$ cat src/rtl/rws_pkg.sv
`timescale 1ns / 1ps
// ----------------------------------------------------------------------------
// rws_pkg
// Shared types, constants and the control store of the roulette wheel
// selector.
// ----------------------------------------------------------------------------
package rws_pkg;

  localparam int unsigned OP_W               = 2;
  localparam int unsigned WEIGHT_W           = 16;
  localparam int unsigned RND_W              = 31;
  localparam int unsigned INDEX_W            = 6;
  localparam int unsigned DEFAULT_MAX_MEMBERS = 64;
  localparam int unsigned DIV_CNT_W          = $clog2(RND_W);

  // Operation codes carried by an input item.
  localparam logic [OP_W-1:0] OP_CLEAR  = 2'd0;
  localparam logic [OP_W-1:0] OP_APPEND = 2'd1;
  localparam logic [OP_W-1:0] OP_SELECT = 2'd2;

  // Steps of the control program.
  typedef enum logic [2:0] {
    ST_IDLE,
    ST_DIV_INIT,
    ST_DIV_STEP,
    ST_WALK_INIT,
    ST_WALK_STEP,
    ST_EMIT
  } step_e;

  // Datapath actions selected by a control word.
  typedef enum logic [2:0] {
    ACT_NONE,
    ACT_ACCEPT,
    ACT_DIV_INIT,
    ACT_DIV_STEP,
    ACT_WALK_INIT,
    ACT_WALK_STEP,
    ACT_EMIT
  } act_e;

  // Branch conditions tested by a control word.
  typedef enum logic [2:0] {
    C_ALWAYS,
    C_SELECT,
    C_EMPTY,
    C_DIV_MORE,
    C_WALK_MORE,
    C_OUT_FREE
  } cond_e;

  typedef struct packed {
    logic  in_rdy;
    act_e  act;
    cond_e cond;
    step_e tgt_t;
    step_e tgt_f;
  } ctrl_t;

  // Control store: one word per step, branch to tgt_t when the condition
  // holds and to tgt_f otherwise.
  function automatic ctrl_t ucode(input step_e step);
    ctrl_t w;
    unique case (step)
      ST_IDLE:      w = '{1'b1, ACT_ACCEPT,    C_SELECT,    ST_DIV_INIT,  ST_IDLE};
      ST_DIV_INIT:  w = '{1'b0, ACT_DIV_INIT,  C_EMPTY,     ST_EMIT,      ST_DIV_STEP};
      ST_DIV_STEP:  w = '{1'b0, ACT_DIV_STEP,  C_DIV_MORE,  ST_DIV_STEP,  ST_WALK_INIT};
      ST_WALK_INIT: w = '{1'b0, ACT_WALK_INIT, C_ALWAYS,    ST_WALK_STEP, ST_WALK_STEP};
      ST_WALK_STEP: w = '{1'b0, ACT_WALK_STEP, C_WALK_MORE, ST_WALK_STEP, ST_EMIT};
      ST_EMIT:      w = '{1'b0, ACT_EMIT,      C_OUT_FREE,  ST_IDLE,      ST_EMIT};
      default:      w = '{1'b0, ACT_NONE,      C_ALWAYS,    ST_IDLE,      ST_IDLE};
    endcase
    return w;
  endfunction

endpackage

$ cat src/rtl/rws_in_if.sv
`timescale 1ns / 1ps
// ----------------------------------------------------------------------------
// rws_in_if
// Input channel of the roulette wheel selector: valid, ready and one item.
// ----------------------------------------------------------------------------
interface rws_in_if import rws_pkg::*; ();
  logic                valid;
  logic                ready;
  logic [OP_W-1:0]     op;
  logic [WEIGHT_W-1:0] weight;
  logic [RND_W-1:0]    random_word;

  modport source (output valid, op, weight, random_word, input ready);
  modport sink   (input valid, op, weight, random_word, output ready);
endinterface

$ cat src/rtl/rws_out_if.sv
`timescale 1ns / 1ps
// ----------------------------------------------------------------------------
// rws_out_if
// Result channel of the roulette wheel selector: valid, ready and one item.
// ----------------------------------------------------------------------------
interface rws_out_if import rws_pkg::*; ();
  logic               valid;
  logic               ready;
  logic [INDEX_W-1:0] index;
  logic               status;

  modport source (output valid, index, status, input ready);
  modport sink   (input valid, index, status, output ready);
endinterface

$ cat src/rtl/rws_ram.sv
`timescale 1ns / 1ps
// ----------------------------------------------------------------------------
// rws_ram
// Generic RAM with one write port and one read port with registered data.
// ----------------------------------------------------------------------------
module rws_ram #(
  parameter int unsigned WIDTH = 16,
  parameter int unsigned DEPTH = 64
) (
  input  logic                     clk_i,
  input  logic                     we_i,
  input  logic [$clog2(DEPTH)-1:0] waddr_i,
  input  logic [WIDTH-1:0]         wdata_i,
  input  logic [$clog2(DEPTH)-1:0] raddr_i,
  output logic [WIDTH-1:0]         rdata_o
);

  logic [WIDTH-1:0] mem_q [DEPTH];
  logic [WIDTH-1:0] rdata_q;

  always_ff @(posedge clk_i) begin
    if (we_i) begin
      mem_q[waddr_i] <= wdata_i;
    end
    rdata_q <= mem_q[raddr_i];
  end

  assign rdata_o = rdata_q;

endmodule

$ cat src/rtl/roulette_wheel_selector.sv
`timescale 1ns / 1ps
// ----------------------------------------------------------------------------
// roulette_wheel_selector
// Fitness-proportional selector over a store of integer weights.
// ----------------------------------------------------------------------------
// Items arrive on in_i (valid/ready) and carry an operation: clear the store,
// append one weight, or select with a random word. Only a select gives a
// result on out_o, which holds the chosen index and a status bit that is set
// when the store is empty.
// A short control program steps a plain datapath. Clear and append finish in
// the cycle of acceptance, so they can follow each other every cycle. A select
// reduces the random word modulo (total + 1) by restoring division, one bit a
// cycle, then walks the weight RAM one entry a cycle. The result is registered
// once the walk ends and the output register is free; a select on an empty
// store skips the division and the walk and goes straight to its result.
// The next item is taken as soon as the result is in the output register.
// If the receiver stalls while a result is waiting, a following select holds
// in its final step until the register frees; items ahead of it go on, none after it.
// Reset empties the store and the output register; the RAM contents are not
// cleared, as only entries below the fill count are ever used.
// ----------------------------------------------------------------------------
module roulette_wheel_selector import rws_pkg::*; #(
  parameter int unsigned MAX_MEMBERS = DEFAULT_MAX_MEMBERS
) (
  input  logic     clk_i,
  input  logic     rst_ni,
  rws_in_if.sink   in_i,
  rws_out_if.source out_o
);

  localparam int unsigned AW      = $clog2(MAX_MEMBERS);
  localparam int unsigned CW      = $clog2(MAX_MEMBERS + 1);
  localparam int unsigned TOTAL_W = WEIGHT_W + AW;

  step_e               upc_q, upc_d;
  ctrl_t               cw;
  logic                cond;

  logic [CW-1:0]       cnt_q, cnt_d;
  logic [TOTAL_W-1:0]  total_q, total_d;
  logic [TOTAL_W-1:0]  rem_q, rem_d;
  logic [RND_W-1:0]    shift_q, shift_d;
  logic [DIV_CNT_W-1:0] bitcnt_q, bitcnt_d;
  logic [AW-1:0]       pos_q, pos_d;
  logic [TOTAL_W-1:0]  cum_q, cum_d;

  logic                out_valid_q, out_valid_d;
  logic [INDEX_W-1:0]  out_index_q, out_index_d;
  logic                out_status_q, out_status_d;

  logic                accept;
  logic                full;
  logic                empty;
  logic [TOTAL_W:0]    divisor;
  logic [TOTAL_W:0]    rem_sh;
  logic [TOTAL_W-1:0]  cum_next;
  logic                walk_more;
  logic                out_free;

  logic                ram_we;
  logic [AW-1:0]       ram_raddr;
  logic [WEIGHT_W-1:0] ram_rdata;

  rws_ram #(
    .WIDTH (WEIGHT_W),
    .DEPTH (MAX_MEMBERS)
  ) u_store (
    .clk_i   (clk_i),
    .we_i    (ram_we),
    .waddr_i (cnt_q[AW-1:0]),
    .wdata_i (in_i.weight),
    .raddr_i (ram_raddr),
    .rdata_o (ram_rdata)
  );

  assign cw       = ucode(upc_q);
  assign accept   = cw.in_rdy && in_i.valid;
  assign full     = (cnt_q == CW'(MAX_MEMBERS));
  assign empty    = (cnt_q == '0);
  assign divisor  = {1'b0, total_q} + (TOTAL_W+1)'(1);
  assign rem_sh   = {rem_q, shift_q[RND_W-1]};
  assign cum_next = cum_q + TOTAL_W'(ram_rdata);
  assign walk_more = (rem_q > cum_next) && ((CW'(pos_q) + CW'(1)) < cnt_q);
  assign out_free = !out_valid_q || out_o.ready;

  assign ram_we    = accept && (in_i.op == OP_APPEND) && !full;
  // The entry after the current one is fetched while the current one is summed.
  assign ram_raddr = (cw.act == ACT_WALK_STEP) ? AW'(pos_q + AW'(1)) : '0;

  // Branch condition of the current control word.
  always_comb begin
    unique case (cw.cond)
      C_ALWAYS:    cond = 1'b1;
      C_SELECT:    cond = accept && (in_i.op == OP_SELECT);
      C_EMPTY:     cond = empty;
      C_DIV_MORE:  cond = (bitcnt_q != DIV_CNT_W'(RND_W - 1));
      C_WALK_MORE: cond = walk_more;
      C_OUT_FREE:  cond = out_free;
      default:     cond = 1'b0;
    endcase
  end

  // Next step.
  always_comb begin
    upc_d = cond ? cw.tgt_t : cw.tgt_f;
  end

  // Datapath actions.
  always_comb begin
    cnt_d        = cnt_q;
    total_d      = total_q;
    rem_d        = rem_q;
    shift_d      = shift_q;
    bitcnt_d     = bitcnt_q;
    pos_d        = pos_q;
    cum_d        = cum_q;
    out_valid_d  = out_valid_q && !out_o.ready;
    out_index_d  = out_index_q;
    out_status_d = out_status_q;

    unique case (cw.act)
      ACT_ACCEPT: begin
        if (accept) begin
          if (in_i.op == OP_CLEAR) begin
            cnt_d   = '0;
            total_d = '0;
          end else if (ram_we) begin
            cnt_d   = cnt_q + CW'(1);
            total_d = total_q + TOTAL_W'(in_i.weight);
          end else if (in_i.op == OP_SELECT) begin
            shift_d = in_i.random_word;
            pos_d   = '0;
          end
        end
      end
      ACT_DIV_INIT: begin
        rem_d    = '0;
        bitcnt_d = '0;
      end
      ACT_DIV_STEP: begin
        if (rem_sh >= divisor) begin
          rem_d = TOTAL_W'(rem_sh - divisor);
        end else begin
          rem_d = TOTAL_W'(rem_sh);
        end
        shift_d  = {shift_q[RND_W-2:0], 1'b0};
        bitcnt_d = bitcnt_q + DIV_CNT_W'(1);
      end
      ACT_WALK_INIT: begin
        pos_d = '0;
        cum_d = '0;
      end
      ACT_WALK_STEP: begin
        if (walk_more) begin
          pos_d = pos_q + AW'(1);
          cum_d = cum_next;
        end
      end
      ACT_EMIT: begin
        if (out_free) begin
          out_valid_d  = 1'b1;
          out_index_d  = empty ? '0 : INDEX_W'(pos_q);
          out_status_d = empty;
        end
      end
      default: begin
      end
    endcase
  end

  always_ff @(posedge clk_i or negedge rst_ni) begin
    if (!rst_ni) begin
      upc_q       <= ST_IDLE;
      cnt_q       <= '0;
      total_q     <= '0;
      bitcnt_q    <= '0;
      out_valid_q <= 1'b0;
    end else begin
      upc_q       <= upc_d;
      cnt_q       <= cnt_d;
      total_q     <= total_d;
      bitcnt_q    <= bitcnt_d;
      out_valid_q <= out_valid_d;
    end
  end

  always_ff @(posedge clk_i) begin
    rem_q        <= rem_d;
    shift_q      <= shift_d;
    pos_q        <= pos_d;
    cum_q        <= cum_d;
    out_index_q  <= out_index_d;
    out_status_q <= out_status_d;
  end

  assign in_i.ready   = cw.in_rdy;
  assign out_o.valid  = out_valid_q;
  assign out_o.index  = out_index_q;
  assign out_o.status = out_status_q;

  // The fill count never passes the store depth.
  assert property (@(posedge clk_i) disable iff (!rst_ni) cnt_q <= CW'(MAX_MEMBERS))
    else $error("entry count beyond store depth");

  // The partial remainder stays below the divisor throughout the division.
  assert property (@(posedge clk_i) disable iff (!rst_ni)
    (upc_q == ST_DIV_STEP) |-> ({1'b0, rem_q} < divisor))
    else $error("partial remainder not reduced");

  // The walk only visits written entries and never sums past the total.
  assert property (@(posedge clk_i) disable iff (!rst_ni)
    (upc_q == ST_WALK_STEP) |-> ((CW'(pos_q) < cnt_q) && (cum_q <= total_q)))
    else $error("walk outside filled part of store");

  // An empty-store result always carries index zero.
  assert property (@(posedge clk_i) disable iff (!rst_ni)
    (out_valid_q && out_status_q) |-> (out_index_q == '0))
    else $error("error result with nonzero index");

endmodule

$ cat src/flat_wrapper.sv
// flat-port wrapper written by rule: the top's interface ports become plain ports
module roulette_wheel_selector_flat import rws_pkg::*;
#(
  parameter int unsigned MAX_MEMBERS = DEFAULT_MAX_MEMBERS
)
  (clk_i, rst_ni, in_i_valid, in_i_op, in_i_weight, in_i_random_word, in_i_ready, out_o_valid, out_o_index, out_o_status, out_o_ready);
  rws_in_if in_i_i ();
  rws_out_if out_o_i ();
  input  logic clk_i;
  input  logic rst_ni;
  input wire logic [$bits(in_i_i.valid)-1:0] in_i_valid;
  input wire logic [$bits(in_i_i.op)-1:0] in_i_op;
  input wire logic [$bits(in_i_i.weight)-1:0] in_i_weight;
  input wire logic [$bits(in_i_i.random_word)-1:0] in_i_random_word;
  output wire logic [$bits(in_i_i.ready)-1:0] in_i_ready;
  output wire logic [$bits(out_o_i.valid)-1:0] out_o_valid;
  output wire logic [$bits(out_o_i.index)-1:0] out_o_index;
  output wire logic [$bits(out_o_i.status)-1:0] out_o_status;
  input wire logic [$bits(out_o_i.ready)-1:0] out_o_ready;
  assign in_i_i.valid = in_i_valid;
  assign in_i_i.op = in_i_op;
  assign in_i_i.weight = in_i_weight;
  assign in_i_i.random_word = in_i_random_word;
  assign in_i_ready = in_i_i.ready;
  assign out_o_valid = out_o_i.valid;
  assign out_o_index = out_o_i.index;
  assign out_o_status = out_o_i.status;
  assign out_o_i.ready = out_o_ready;
  roulette_wheel_selector #(.MAX_MEMBERS(MAX_MEMBERS)) u_core (.clk_i(clk_i), .rst_ni(rst_ni), .in_i(in_i_i), .out_o(out_o_i));
endmodule
$ cat config.mk
export PLATFORM = sky130hd
export DESIGN_NAME = roulette_wheel_selector_flat
export DESIGN_NICKNAME = d
export VERILOG_FILES = /design/src/rtl/rws_pkg.sv /design/src/rtl/rws_in_if.sv /design/src/rtl/rws_out_if.sv /design/src/rtl/rws_ram.sv /design/src/rtl/roulette_wheel_selector.sv /design/src/flat_wrapper.sv
export SDC_FILE = /design/constraint.sdc
export NUM_CORES = 2
export LEC_CHECK = 0
export ABC_AREA = 1
export BUFFER_PORTS_ARGS = -buffer_cell sky130_fd_sc_hd__buf_2
export CAP_MARGIN = 15
export CORE_ASPECT_RATIO = 1.2
export CORE_UTILIZATION = 55
export DETAILED_ROUTE_END_ITERATION = 10
export MAX_ROUTING_LAYER = met4
export PLACE_DENSITY_LB_ADDON = 0.1
export SETUP_SLACK_MARGIN = 0.02
export SLEW_MARGIN = 20
export SYNTH_ARGS = -nofsm -noshare
export SYNTH_HDL_FRONTEND = slang
export SYNTH_SLANG_ARGS = --single-unit
export TNS_END_PERCENT = 5
$ cat constraint.sdc
create_clock -name clk_i -period 3.9 [get_ports clk_i]
set_input_delay 0.195 -clock clk_i [delete_from_list [all_inputs] [get_ports clk_i]]
set_output_delay 0.195 -clock clk_i [all_outputs]
set_load 0.02 [all_outputs]
==> results.py <==
metrics = {
    "outcome": {
        "status": "finished with violations",
        "violations": "DRC",
    },
    "synthesis": {
        "synth-seq-area-share": 0.641,
        "syn_inst": 5298,
        "async_reset_ff_frac": 0.0326,
        "avgSynthCellArea_um2": 10.2,
        "synthTopCellsByArea": "edfxtp_1 62%, nand3_1 9.2%, nand2_1 7.4%",
        "ys_seq_elements": 1166,
        "yosysWarnings": 0,
        "synth_top_area_share": 0.617,
        "netlist_area_um2": 54100,
        "yosys_most_used_dff": "edfxtp_1",
        "syn-num-nets": 5443,
        "yosysUniqueCellTypes": 47,
        "synth_area_leader_cell": "edfxtp_1",
        "synth_edf_count": 1112,
    },
    "sta": {
        "hold_ws_ns": 0.0559,
        "final-hold-violation-count": 0,
        "rsz0062_at_grt": "no",
        "fin_skew_ns": 0.0477,
        "setup_tns_ns": 0,
        "finalCritPeriodShare": 0.909,
        "finalSetupViolCount": 0,
        "slew_headroom": 0.324,
        "worstMarginPinSlew_ns": 1.01,
        "slew_viol_final": 0,
        "period_minus_slack_ns": 3.54,
        "fmax_mhz": 282,
    },
    "cts": {
        "postCtsSetupBuffers": 0,
        "cts.sinks": 1166,
        "cts_made_buffers": 115,
        "cts-root-buf": "clkbuf_16",
        "clk_latency_ns": 0.73,
        "cts.clk_slew.worst_paths_ns": 0.07,
        "htreeDepth": 3,
        "cts_tree": "built",
        "clock_path_buffers": 3,
    },
    "pwr": {
        "power_density_nw_per_um2": 417,
        "p_leak_nw": 24.6,
        "power_w": 0.0255,
        "peakVddDrop_uv": 387,
    },
    "floorplanning": {
        "die_w_um": 288,
        "core_um2": 97100,
        "io_pins": 62,
        "die_area_um2": 99700,
        "rows": 125,
        "die_h_um": 346,
        "start_util": 0.557,
    },
    "finish": {
        "area_growth_pct": 12.9,
        "drive_above_1_share": 0.0955,
        "final_area_um2": 61100,
        "nNetsFinal": 5594,
        "ff_latch_area_um2": 34700,
        "fillerInstances": 7762,
        "multi_input_area_um2": 15600,
        "fin_util": 0.629,
    },
    "hold_path": {
        "worstHoldPathType": "in2reg",
        "hold_depth": 4,
    },
    "setup_path": {
        "critPathCapture": "u_core.cum_q[1]",
        "path_max_fanout": 11,
        "ff2ff_setup_slack_ns": 0.36,
        "r2r_cells": 23,
        "start_kind": "flip-flop",
        "cp.arrival_ns": 3.95,
        "cp-startpoint": "u_core.u_store.rdata_o[0]",
        "critPathKind": "reg2reg",
        "r2r_start": "u_core.u_store.rdata_o[0]",
        "end_kind": "flip-flop",
        "worstPathRequired_ns": 4.30,
        "r2r_end": "u_core.cum_q[1]",
    },
    "route": {
        "drc": 9,
        "first_iter_violations": 4162,
        "vias_per_cell": 5.72,
        "wl_mm": 157,
        "vias": 39000,
        "antenna_left": 0,
        "drt_pre_antenna_iters": 9,
        "wl_per_cell_um": 23.0,
    },
    "grt": {
        "grt_max_degree": 134,
        "gr-total-overflow": 0,
        "grt_pass1_wl_mm": 233,
        "antenna_found_initial": 2,
        "busiest_layer": "met2",
        "grt_pass1_vias": 37200,
        "gr-usage-met3": 0.0404,
        "grt_use_met2": 0.520,
        "grt_use_met1": 0.426,
        "track_usage": 0.325,
    },
    "run": {
        "cap_violations": 0,
    },
    "placement": {
        "place_congestion": 0.952,
        "hpwlAfterDp_mm": 96.0,
        "dpl_cell_area_um2": 56800,
        "numPortBuffers": 61,
    },
}
## logic make-up (layout without fill, tap and decap cells)
| family | count (synthesis) | in the layout | synth area share |
|---|---|---|---|
| compound gates | 304 | 304 | 0.0331 |
| xor+xnor | 49 | 49 | 0.00793 |
| fa+ha+maj | 92 | 92 | 0.0217 |
| buf+inv | 1004 | 1254 | 0.0735 |
| flops | 1166 | 1166 | 0.641 |
| other cells | 0 | 1 | 0 |
| simple gates | 2683 | 2683 | 0.223 |
## final cells by class
cell class                      count  share of cell area
Sequential cell                  1166               0.567
Multi-Input combinational cell   3128               0.255
Clock buffer                      141              0.0498
Inverter                          742              0.0458
Timing Repair Buffer              296              0.0430
Tap cell                         1270              0.0260
Clock inverter                     75              0.0133
Antenna cell                        1           0.0000409
## synth_stat cells, drive strengths merged, types with 16 or more instances
master and count:
edfxtp 1112, nand2 1063, nand3 995, inv 739
nor2 382, buf 152, o21ai 127, clkbuf 110
nand3b 98, a21oi 97, ha 89, or2 78
o2111ai 55, dfrtp 38, nand4 38, xor2 26
xnor2 23, nor3 20, dfxtp 16
## worst min-delay path by stage
stage	endpoint	slack [ns]	from
6_report	u_core.total_q[7]	0.06	in_i_weight[7]
2_1_floorplan	u_core.bitcnt_q[0]	-0.10	rst_ni
5_1_grt	u_core.total_q[0]	0.06	in_i_weight[0]
3_3_place_gp	u_core.out_o.valid	0.40	out_o_ready
4_1_cts	u_core.total_q[0]	0.03	in_i_weight[0]
3_5_place_dp	u_core.out_o.valid	0.41	out_o_ready
## sequential cells by signal (all words and copies together) (netlist names)
register and flops:
u_core.shift_q 31, u_core.out_o.index 6, u_core.u_store.mem_q 1024, u_core.total_q 22
u_core.pos_q 6, u_core.cum_q 22, u_core.rem_q 22, u_core.u_store.rdata_o 16
u_core.out_o.valid 1, u_core.out_o.status 1, u_core.bitcnt_q 5, u_core.upc_q 3
u_core.cnt_q 7
## metrics by stage
stage,worst slack (ns),instances
floorplan,0.0866,5298
global placement,0.120,6559
detailed placement,0.0628,6559
CTS,0.0264,6815
global route,0.0344,6819
finish,0.355,6819
## power by group
group / total (W) / internal [W] / switching, W
Clock: 0.0114 / 0.00654 / 0.00485
Combinational: 0.000410 / 0.0000905 / 0.000319
Sequential: 0.0137 / 0.0137 / 0.0000000000000000000203
Total: 0.0255 / 0.0203 / 0.00517
## metal layers
metal  share of wire  vias up
li1                -    18200
met1            0.40    18900
met2            0.48     1624
met3           0.078      304
met4           0.039        0
met5               0        -
## timing repair
item	CTS	global route
resized for setup	0	13
endpoints found under the setup margin	0	42
endpoints found under the hold margin	100	13
hold buffers	40	1
## worst max-delay path, stage by stage (launching register included)
cell and delay [ns]:
dfxtp_1 0.33, ha_1 0.18, inv_1 0.06, fa_2 0.34, inv_1 0.06, nand3_1 0.06, nand2_1 0.11, a21boi_1 0.12
o21ai_1 0.21, nand2_1 0.12, nand2_4 0.11, nand2_1 0.06, nand2_1 0.06, nand2_1 0.06, ha_1 0.28, nand2_1 0.09
nor2_2 0.14, nand3_1 0.12, nor2_1 0.12, nand2_1 0.06, nand3_1 0.10, nand2_2 0.11, nand2_2 0.14, clkbuf_16 0.19
## cell usage in the layout (no fill, tap or decap), drive strengths merged, types with 3 or more instances in the layout
cell type | synthesis | final
clkinvlp | 0 | 4
nand2 | 1063 | 1063
and2 | 4 | 4
clkbuf | 110 | 142
clkinv | 3 | 56
dfrtp | 38 | 38
a21o | 7 | 7
nand3b | 98 | 98
nor2 | 382 | 382
dfxtp | 16 | 16
dlygate4sd3 | 0 | 41
ha | 89 | 89
or2 | 78 | 78
nand4 | 38 | 38
xor2 | 26 | 26
nor3 | 20 | 20
edfxtp | 1112 | 1112
fa | 3 | 3
o211ai | 4 | 4
o2111ai | 55 | 55
nand3 | 995 | 995
and3 | 3 | 3
o21a | 4 | 4
xnor2 | 23 | 23
a21oi | 97 | 97
o21ai | 127 | 127
bufinv | 0 | 15
inv | 739 | 742
o21bai | 3 | 3
buf | 152 | 254
Power figures use the tool's default switching activity.
